[src/sv/pibe_pkg.sv]
`timescale 1ns / 1ps

package pibe_pkg;

    // Default geometry of the store
    localparam int PACKET_COUNT_DEF = 64;
    localparam int PACKET_BYTES_DEF = 64;
    localparam int MAX_STRIPE_DEF   = 16;

    // Field widths fixed by the word format
    localparam int DONE_W     = 7;
    localparam int ERASED_W   = 13;
    localparam int FIRST_W    = 6;
    localparam int BURST_W    = 7;
    localparam int STRIPE_W   = 5;
    localparam int IN_USE_W   = 7;
    localparam int CFG_IDX_W  = 1;
    localparam int CFG_DATA_W = 7;

    // Configuration register indexes
    localparam logic [CFG_IDX_W-1:0] CFG_STRIPE = 1'b0;
    localparam logic [CFG_IDX_W-1:0] CFG_IN_USE = 1'b1;

    // Reset values of the configuration registers
    localparam logic [STRIPE_W-1:0] STRIPE_RESET = 5'd1;
    localparam logic [IN_USE_W-1:0] IN_USE_RESET = 7'd64;

    // Byte written by an erase burst
    localparam logic [7:0] ERASE_FILL = 8'hFF;

    typedef enum logic [1:0] {
        OP_WRITE  = 2'd0,
        OP_READ   = 2'd1,
        OP_ERASE  = 2'd2,
        OP_REWIND = 2'd3
    } pibe_op_t;

    typedef enum logic {
        ST_RUN,
        ST_ERASE
    } pibe_state_t;

    typedef struct packed {
        pibe_op_t           opcode;
        logic [7:0]         data_byte;
        logic               end_of_buffer;
        logic [FIRST_W-1:0] burst_first_packet;
        logic [BURST_W-1:0] burst_packets;
    } pibe_in_t;

    typedef struct packed {
        logic [7:0]          read_data;
        logic [DONE_W-1:0]   packets_done;
        logic                pass_complete;
        logic [ERASED_W-1:0] erased_bytes;
        logic                overflow;
    } pibe_out_t;

endpackage

[src/sv/pibe_cursor.sv]
`timescale 1ns / 1ps

module pibe_cursor #(
    parameter int PACKET_COUNT = pibe_pkg::PACKET_COUNT_DEF,
    parameter int PACKET_BYTES = pibe_pkg::PACKET_BYTES_DEF,
    parameter int MAX_STRIPE   = pibe_pkg::MAX_STRIPE_DEF
) (
    input  logic                                         clk,
    input  logic                                         rst_n,
    input  logic [$clog2(MAX_STRIPE + 1)-1:0]            stripe,
    input  logic                                         step,
    input  logic                                         clear,
    output logic [$clog2(PACKET_COUNT * PACKET_BYTES)-1:0] addr,
    output logic                                         in_range,
    output logic                                         group_end,
    output logic [$clog2(PACKET_COUNT + 1)-1:0]          base_next,
    output logic [pibe_pkg::DONE_W-1:0]                  base_plus_stripe
);

    import pibe_pkg::*;

    localparam int AW  = $clog2(PACKET_COUNT * PACKET_BYTES);
    localparam int BW  = $clog2(PACKET_COUNT + 1);
    localparam int SW  = $clog2(MAX_STRIPE + 1);
    localparam int OW  = (PACKET_BYTES > 1) ? $clog2(PACKET_BYTES) : 1;
    localparam int LW  = (MAX_STRIPE > 1) ? $clog2(MAX_STRIPE) : 1;
    localparam int SMW = ((BW > SW) ? BW : SW) + 1;
    localparam int PKW = ((BW > LW) ? BW : LW) + 1;

    logic [BW-1:0]  base_reg, base_nx;
    logic [OW-1:0]  offset_reg, offset_next;
    logic [LW-1:0]  lane_reg, lane_next;
    logic [SW-1:0]  lane_inc;
    logic           lane_wrap;
    logic           offset_last;
    logic [SMW-1:0] base_sum;
    logic [PKW-1:0] pkt;
    logic [AW-1:0]  pkt_a;

    // Locate the byte under the cursor
    always_comb
    begin
        pkt      = PKW'(base_reg) + PKW'(lane_reg);
        in_range = (pkt < PKW'(PACKET_COUNT));
        pkt_a    = AW'(pkt);
        addr     = pkt_a * AW'(PACKET_BYTES) + AW'(offset_reg);
    end

    // Work out the advanced position
    always_comb
    begin
        lane_inc         = SW'(lane_reg) + SW'(1);
        lane_wrap        = (lane_inc >= stripe);
        offset_last      = (offset_reg == OW'(PACKET_BYTES - 1));
        group_end        = lane_wrap && offset_last;
        base_sum         = SMW'(base_reg) + SMW'(stripe);
        base_plus_stripe = DONE_W'(base_sum);
        base_next        = (base_sum > SMW'(PACKET_COUNT)) ? BW'(PACKET_COUNT) : BW'(base_sum);
    end

    // Select the next cursor
    always_comb
    begin
        base_nx     = base_reg;
        offset_next = offset_reg;
        lane_next   = lane_reg;
        if (clear)
        begin
            base_nx     = '0;
            offset_next = '0;
            lane_next   = '0;
        end
        else if (step)
        begin
            lane_next = lane_wrap ? '0 : LW'(lane_inc);
            if (lane_wrap)
            begin
                offset_next = offset_last ? '0 : offset_reg + OW'(1);
                if (offset_last)
                begin
                    base_nx = base_next;
                end
            end
        end
    end

    always_ff @(posedge clk or negedge rst_n)
    begin
        if (!rst_n)
        begin
            base_reg   <= '0;
            offset_reg <= '0;
            lane_reg   <= '0;
        end
        else
        begin
            base_reg   <= base_nx;
            offset_reg <= offset_next;
            lane_reg   <= lane_next;
        end
    end

endmodule

[config.mk]
export PLATFORM = sky130hd
export DESIGN_NAME = pibe_cursor
export DESIGN_NICKNAME = d
export VERILOG_FILES = /design/src/sv/pibe_pkg.sv /design/src/sv/pibe_cursor.sv
export SDC_FILE = /design/constraint.sdc
export NUM_CORES = 1
export LEC_CHECK = 0
export BUFFER_PORTS_ARGS = -buffer_cell sky130_fd_sc_hd__buf_2
export CAP_MARGIN = 10
export CORE_AREA = 2 2 67 69
export CTS_CLUSTER_DIAMETER = 120
export DETAILED_ROUTE_END_ITERATION = 8
export DIE_AREA = 0 0 69 71
export PLACE_DENSITY = 0.64
export RECOVER_POWER = 50
export SYNTH_ARGS = -nofsm -noshare
export SYNTH_HDL_FRONTEND = slang
export SYNTH_SLANG_ARGS = --single-unit
export TNS_END_PERCENT = 50
[constraint.sdc]
create_clock -name clk -period 4.4 [get_ports clk]
set_clock_uncertainty 0.05 [all_clocks]
set_input_delay 0.44 -clock clk [delete_from_list [all_inputs] [get_ports clk]]
set_output_delay 0.44 -clock clk [all_outputs]
set_load 0.02 [all_outputs]
## Word level (Yosys, flattened, before mapping)

Cells that the tools add are included.

| word-level totals | value |
|---|---|
| register bits after elaboration | 17 |
| logic and storage cells | 30 |
| input bits | 9 |
| output and inout bits | 28 |

| operators by class | value |
|---|---|
| mux-type cells | 12 |
| equality and inequality tests | 1 |
| magnitude comparators | 3 |
| add/subtract/negate cells | 5 |
| reductions and logical operators | 6 |

Operator list:

| kind | number |
|---|---|
| $mux 7 | 5 |
| $mux 6 | 4 |
| $add 12x6->12 | 1 |
| $mux 4 | 3 |
| $add 7x4->8 | 1 |
| $add 7x5->8 | 1 |
| $gt 8x7->1 const B | 1 |
| $lt 8x7->1 const B | 1 |
| $add 6x1->6 const B | 1 |
| $eq 6x6->1 const B | 1 |
| $reduce_bool 2->1 | 3 |
| $add 4x1->5 const B | 1 |
| $ge 5x5->1 | 1 |
| $reduce_and 3->1 | 1 |
| $reduce_and 2->1 | 1 |
| $logic_and 1x1->1 | 1 |

## Depth between registers and ports, before layout

Gate-level depths: netlist of run 1.

| logic depth | value |
|---|---|
| depth in word-level cells | 7 |
| mapped depth | 9 |
| depth with buffers taken out | 9 |

## Worst setup path before layout of run 1

OpenSTA, ideal clock, no wires.

| path | value |
|---|---|
| kind | in2out |
| from | in stripe[0] |
| to | out base_next[1] |
| setup slack | 1.530 ns |
| required time | 3.910 ns |
| stages | 7 |
| buffers on the path | 0 |
| arrival time | 2.380 ns |
| cells stage by stage | ha_1 > inv_1 > fa_1 > inv_1 > a2111oi_0 > a311oi_1 > nor3_1 |

| between the ends | value |
|---|---|
| word-level cells in the longest chain between the ends | 3 |

Ends and longest elaborated chain:

| element | RTL line | text |
|---|---|---|
| start: declaration | pibe_cursor.sv:10 | `input logic [$clog2(MAX_STRIPE + 1)-1:0] stripe,` |
| $add 7x5->8 * | pibe_cursor.sv:56 | `base_sum = SMW'(base_reg) + SMW'(stripe);` |
| via base_plus_stripe, one bit | pibe_cursor.sv:17 | `output logic [pibe_pkg::DONE_W-1:0] base_plus_stripe` |
| $gt 8x7->1 | pibe_cursor.sv:58 | `base_next = (base_sum > SMW'(PACKET_COUNT)) ? BW'(PACKET_COUNT) : BW'(base_sum);` |
| $mux 7 * | pibe_cursor.sv:58 |  |
| end: declaration | pibe_cursor.sv:16 | `output logic [$clog2(PACKET_COUNT + 1)-1:0] base_next,` |

The timed path passes the listed nets; every way through them passes the cells marked *.

## Worst setup path after layout of run 1

| path | value |
|---|---|
| from | reg base_reg[1] |
| to | out base_next[1] |

| between the ends | value |
|---|---|
| word-level cells in the longest chain between the ends | 3 |

Ends and longest elaborated chain:

| element | RTL line | text |
|---|---|---|
| start: declaration | pibe_cursor.sv:30 | `logic [BW-1:0] base_reg, base_nx;` |
| start signal: assignment | pibe_cursor.sv:97 | `base_reg <= base_nx;` |
| $add 7x5->8 * | pibe_cursor.sv:56 |  |
| $gt 8x7->1 | pibe_cursor.sv:58 |  |
| $mux 7 * | pibe_cursor.sv:58 |  |

Every way passes the cells marked *; elsewhere a longest branch is shown, timed or not.

==> impl_metrics.tcl, run 1 <==
set metrics [dict create \
    cts.htree.levels 1 \
    drt_first_pass_iters 4 \
    cts_tree "yes" \
    portBuffers 36 \
    seqCellArea_um2 425 \
    p_total_w 0.000338 \
    nets 253 \
    start_util_pct 38.0 \
    die_w_um 69 \
    core_um2 4200 \
    syn_area_um2 1600 \
    syn-mean-instance-area_um2 8.24 \
    cp_data_arrival_time_ns 2.62 \
    wire_per_inst_um 14.2 \
    max_slew_margin_pct 38.7 \
    cts_setup_buffers 0 \
    fin_crit_ns 3.11 \
    finalHoldViolCount 0 \
    slew_violations 0 \
    ant_nets 0 \
    cts.sinks 17 \
    multi_input_area_um2 1080 \
    grt_pass1_wl_um 6570 \
    setup_tns_ns 0 \
    end_kind "output port" \
    ys_ff_latch 17 \
    cp_slowest_cell "a211oi_1" \
    clk_latency_ns 0.25 \
    initialDrtViolationCount 92 \
    grt_pass1_vias 1381 \
    dieArea_um2 4900 \
    post-route-util_pct 43.5 \
    nFillCells 426 \
    n_antenna_cell 0 \
    fin_hold_ws_ns 0.250 \
    routed_wl_um 3930 \
    max-vdd-ir-drop_v 0.000173 \
    die_h_um 71 \
    antenna_found_initial 0 \
    path_clk_slew_ns 0.06 \
    place_hpwl_um 3020 \
    cellLeakagePower_nw 0.839 \
    async_flop_share_pct 100 \
    ys_seq_area_share_pct 26.6 \
    syn2layout_area_growth_pct 14.5 \
    critPathLaunchType "register" \
    rsz0062_at_grt "no" \
    hp-class "in -> async" \
    clockBufferDepth 2 \
    min_period_over_period_pct 70.7 \
    numCtsBuffers 3 \
    fin_ws_ns 1.29 \
    netlist_instances 194 \
    synth_cell_types 45 \
    rows 24 \
    final_cell_mix "22 x buf_2, 19 x a21oi_1, 18 x o21ai_0, 17 x dfrtp_1, 16 x ha_1" \
    synth-main-ff-cell "dfrtp_1" \
    drc_errors 0 \
    place.gp.congestion 0.956 \
    drive_gt1_share_pct 12.4 \
    maxCapViolCount 0 \
    outcome "complete, no violations" \
    cts_resized 0 \
    max_stage_delay_ns 0.47 \
    grt_max_degree 21 \
    ioPinCount 37 \
    viasPerCell 5.53 \
    setup_viol 0 \
    critPathRequiredTime_ns 3.91 \
    dr_total_vias 1532 \
    root_buffer "clkbuf_8" \
    grt_usage_pct 16.0 \
    path_max_fanout 5 \
    powerDensity_nw_per_um2 185 \
    fmax_mhz 321 \
    critical_path.cell_chain "ha_1, a211oi_1, o21ai_0, a2111oi_0, a311oi_1, nor3_1, buf_2" \
    worst_pin_slew_ns 0.920 \
    synth_enable_flop_cells 0 \
    critPathKind "reg -> out" \
    grt-ovfl-total 0 \
    yosys_warnings 0 \
    holdBufCountCts 0 \
    layout_commonest_cell "buf_2" \
    syn_nets 221 \
    dp_slack_ns 1.42 \
    largest_reg_flops 7 \
]
## final timing paths
check                                             start                   endpoint  slack, ns  cells past startpoint
worst max-delay path            base_reg[1]$_DFFE_PN0P_               base_next[1]       1.29                      7
worst min-delay path                              rst_n  offset_reg[5]$_DFFE_PN0P_       0.25                      1
worst max register to register  lane_reg[0]$_DFFE_PN0P_    base_reg[2]$_DFFE_PN0P_       1.69                      8
worst min register to register  base_reg[0]$_DFFE_PN0P_    base_reg[0]$_DFFE_PN0P_       0.54                      2
max in group asynchronous                         rst_n  offset_reg[3]$_DFFE_PN0P_       3.49                      1
min in group clk                                   step    lane_reg[3]$_DFFE_PN0P_       0.48                      3
## Yosys cell counts (3+ instances only)
library cell / number / area, um^2
or4_1: 5 / 37.5
a21o_1: 3 / 22.5
nor2_1: 9 / 33.8
nand2_1: 10 / 37.5
nor3b_1: 4 / 30.0
inv_1: 15 / 56.3
ha_1: 16 / 200
o21ai_0: 18 / 90.1
a21oi_1: 19 / 95.1
nor3_1: 4 / 20.0
nor2b_1: 7 / 43.8
xnor2_1: 8 / 70.1
o31ai_1: 3 / 22.5
dfrtp_1: 17 / 425
clkbuf_1: 6 / 22.5
and3_1: 3 / 18.8
nand3_1: 8 / 40.0
nand4b_1: 3 / 26.3
## metal layers
metal	GRT usage, %	share of wire (%)
met1	23.8	52
met2	24.9	44
met3	1.57	2.9
met4	3.92	0.87
met5	0	0
## kinds of logic (layout without fill, tap and decap cells)
logic type      Yosys count  count (layout)  share of synthesized area, %
simple gates             65              65                          23.2
compound gates           60              60                          23.9
buf+inv                  24              55                          5.79
fa+ha+maj                18              18                          15.0
flops                    17              17                          26.6
xor+xnor                  9               9                          4.93
mux                       1               1                         0.626
## critical path: cells and delay by family, from the launching register on
kind	cells	cell delay (ns)
buffers and inverters	1	0.19
and+or+nand+nor	1	0.20
AOI/OAI and AO/OA	4	1.30
DFF	1	0.40
adders and majority gates	1	0.28
## power breakdown
| part | switching, W | leakage (nW) | total [W] | internal, W |
|---|---|---|---|---|
| Combinational | 0.0000417 | 0.580 | 0.0000611 | 0.0000193 |
| Clock | 0.0000512 | 0.0228 | 0.000115 | 0.0000642 |
| Sequential | 0.00000319 | 0.236 | 0.000161 | 0.000158 |
## metrics by stage
step / instances / area (um^2)
CTS: 277 / 1850
finish: 277 / 1830
floorplan: 194 / 1600
detailed placement: 273 / 1810
global route: 277 / 1830
global placement: 273 / 1810
## area by class of cell
type                    count  area share, %
clock buffers               4           2.46
inverters                  15           3.08
multi-input cells         153           58.8
flip-flops and latches     17           23.2
well taps                  52           3.55
repair buffers             36           8.89
No activity file was read; power rests on OpenSTA's default activity.
==> run 2: changes to the inputs <==
clock period = 3.1 ns   (was 4.4 ns; I/O delays follow)
==> run 2 against run 1 <==
Compared with the run above: critical path depth up 1; wire length up 3.9%; final cell count up 1.4%; setup slack got worse by 1.2 ns; sequential share of layout area decreased by 0.50 points; die area unchanged; sequential power rose by 42%; utilization grew 0.95 points; final area grew 2.2%; sequential cell count did not move; worst hold slack gained 0.11 ns; largest cell class unchanged; largest power group unchanged; highest routed layer unchanged.
==> impl_metrics.tcl, run 2 (synthesis results as in run 1) <==
set metrics [dict create \
    largest_reg_flops 7 \
    die_h_um 71 \
    fmax_mhz 336 \
    hold_depth 3 \
    grt_pass1_wl_um 6850 \
    min_period_over_period_pct 96.0 \
    setup_viol 0 \
    powerDensity_nw_per_um2 258 \
    drive_gt1_share_pct 14.8 \
    die_w_um 69 \
    initialDrtViolationCount 111 \
    ff2ff_path_depth 8 \
    dp_cells 276 \
    cp_data_arrival_time_ns 2.62 \
    root_buffer "clkbuf_8" \
    cts_tree "yes" \
    cts.sinks 17 \
    ioPinCount 37 \
    critPathKind "reg -> out" \
    grt_pass1_vias 1428 \
    rows 24 \
    cts.htree.levels 1 \
    critPathLaunchType "register" \
    max_slew_margin_pct 36.8 \
    antenna_found_initial 0 \
    clockBufferDepth 2 \
    dieArea_um2 4900 \
    wire_per_inst_um 14.5 \
    path_max_fanout 6 \
    finalHoldViolCount 0 \
    portBuffers 36 \
    core_um2 4200 \
    fin_crit_ns 2.98 \
    clk_latency_ns 0.24 \
    max-vdd-ir-drop_v 0.000167 \
    place.gp.congestion 0.955 \
    nets 257 \
    drc_errors 0 \
    grt_usage_pct 16.7 \
    critPathRequiredTime_ns 2.74 \
    end_kind "output port" \
    maxCapViolCount 0 \
    seqCellArea_um2 425 \
    routed_wl_um 4080 \
    cellLeakagePower_nw 0.863 \
    fin_cells 281 \
    fin_hold_ws_ns 0.359 \
    ant_nets 0 \
    syn2layout_area_growth_pct 17.0 \
    nFillCells 464 \
    slew_violations 0 \
    numCtsBuffers 3 \
    multi_input_area_um2 1080 \
    hp-class "in -> reg" \
    start_util_pct 38.0 \
    grt-ovfl-total 0 \
    grt_max_degree 21 \
    drt_first_pass_iters 4 \
    outcome "complete, no violations" \
    rsz0062_at_grt "yes" \
    layout_commonest_cell "buf_2" \
    path_clk_slew_ns 0.06 \
    dr_total_vias 1561 \
    worst_pin_slew_ns 0.948 \
    final_cell_mix "23 x buf_2, 19 x a21oi_1, 18 x o21ai_0, 17 x dfrtp_1, 16 x ha_1" \
    viasPerCell 5.56 \
    place_hpwl_um 3160 \
    n_antenna_cell 0 \
]
==> run 2: worst paths after layout <==
| kind | endpoint | from | slack (ns) |
|---|---|---|---|
| setup / recovery | base_next[0] | base_reg[0]$_DFFE_PN0P_ | 0.12 |
| hold / removal | lane_reg[3]$_DFFE_PN0P_ | step | 0.36 |
| setup reg to reg | base_reg[3]$_DFFE_PN0P_ | base_reg[0]$_DFFE_PN0P_ | 0.56 |
| hold reg to reg | offset_reg[5]$_DFFE_PN0P_ | offset_reg[5]$_DFFE_PN0P_ | 0.53 |
| max in group asynchronous | base_reg[6]$_DFFE_PN0P_ | rst_n | 1.75 |
| min in group asynchronous | offset_reg[2]$_DFFE_PN0P_ | rst_n | 0.68 |
==> run 2: critical path, cell delays in order, from the launching register on <==
cell      delay [ns]
dfrtp_1         0.38
ha_1            0.20
inv_1           0.06
fa_1            0.40
and2b_1         0.26
o2111a_2        0.23
mux2i_1         0.46
and2b_1         0.23
buf_2           0.15
==> run 2: area by class of cell <==
class / instances / share of cell area, %
multi-input cells: 153 / 57.9
flip-flops and latches: 17 / 22.7
repair buffers: 40 / 10.5
well taps: 52 / 3.48
inverters: 15 / 3.01
clock buffers: 4 / 2.41
==> run 2: per-stage QoR <==
step	worst slack, ns	area, um^2	utilization (%)	TNS (ns)	total power, W
after global placement	0.395	1830	43.5	0	0.000324
after global routing	-0.0469	1870	44.5	-0.0866	0.000505
after detailed placement	0.374	1830	43.5	0	0.000325
after floorplan	0.445	1600	-	0	0.000291
final	0.125	1870	44.5	0	0.000482
after CTS	0.131	1890	44.9	0	0.000487
==> run 2: what timing repair did <==
action,4_1_cts,5_1_grt
buffers inserted,0,0
endpoints found under the setup margin,0,3
endpoints found under the hold margin,17,0
gates resized for setup,0,1
hold buffers,1,0
==> run 2: power by group <==
| part | internal [W] | leakage, nW | switching [W] |
|---|---|---|---|
| Sequential | 0.000225 | 0.236 | 0.00000446 |
| Combinational | 0.0000309 | 0.604 | 0.0000607 |
| Clock | 0.0000909 | 0.0228 | 0.0000703 |
| Total | 0.000346 | 0.863 | 0.000135 |
==> run 2: routing by layer <==
| metal | part of all wire, % | global-route usage, % | vias to the layer above |
|---|---|---|---|
| met5 | 0 | 0 | - |
| met4 | 0.25 | 2.61 | 0 |
| met3 | 4.9 | 1.85 | 2 |
| met2 | 45 | 26.6 | 34 |
| met1 | 49 | 24.9 | 745 |
| li1 | - | - | 780 |
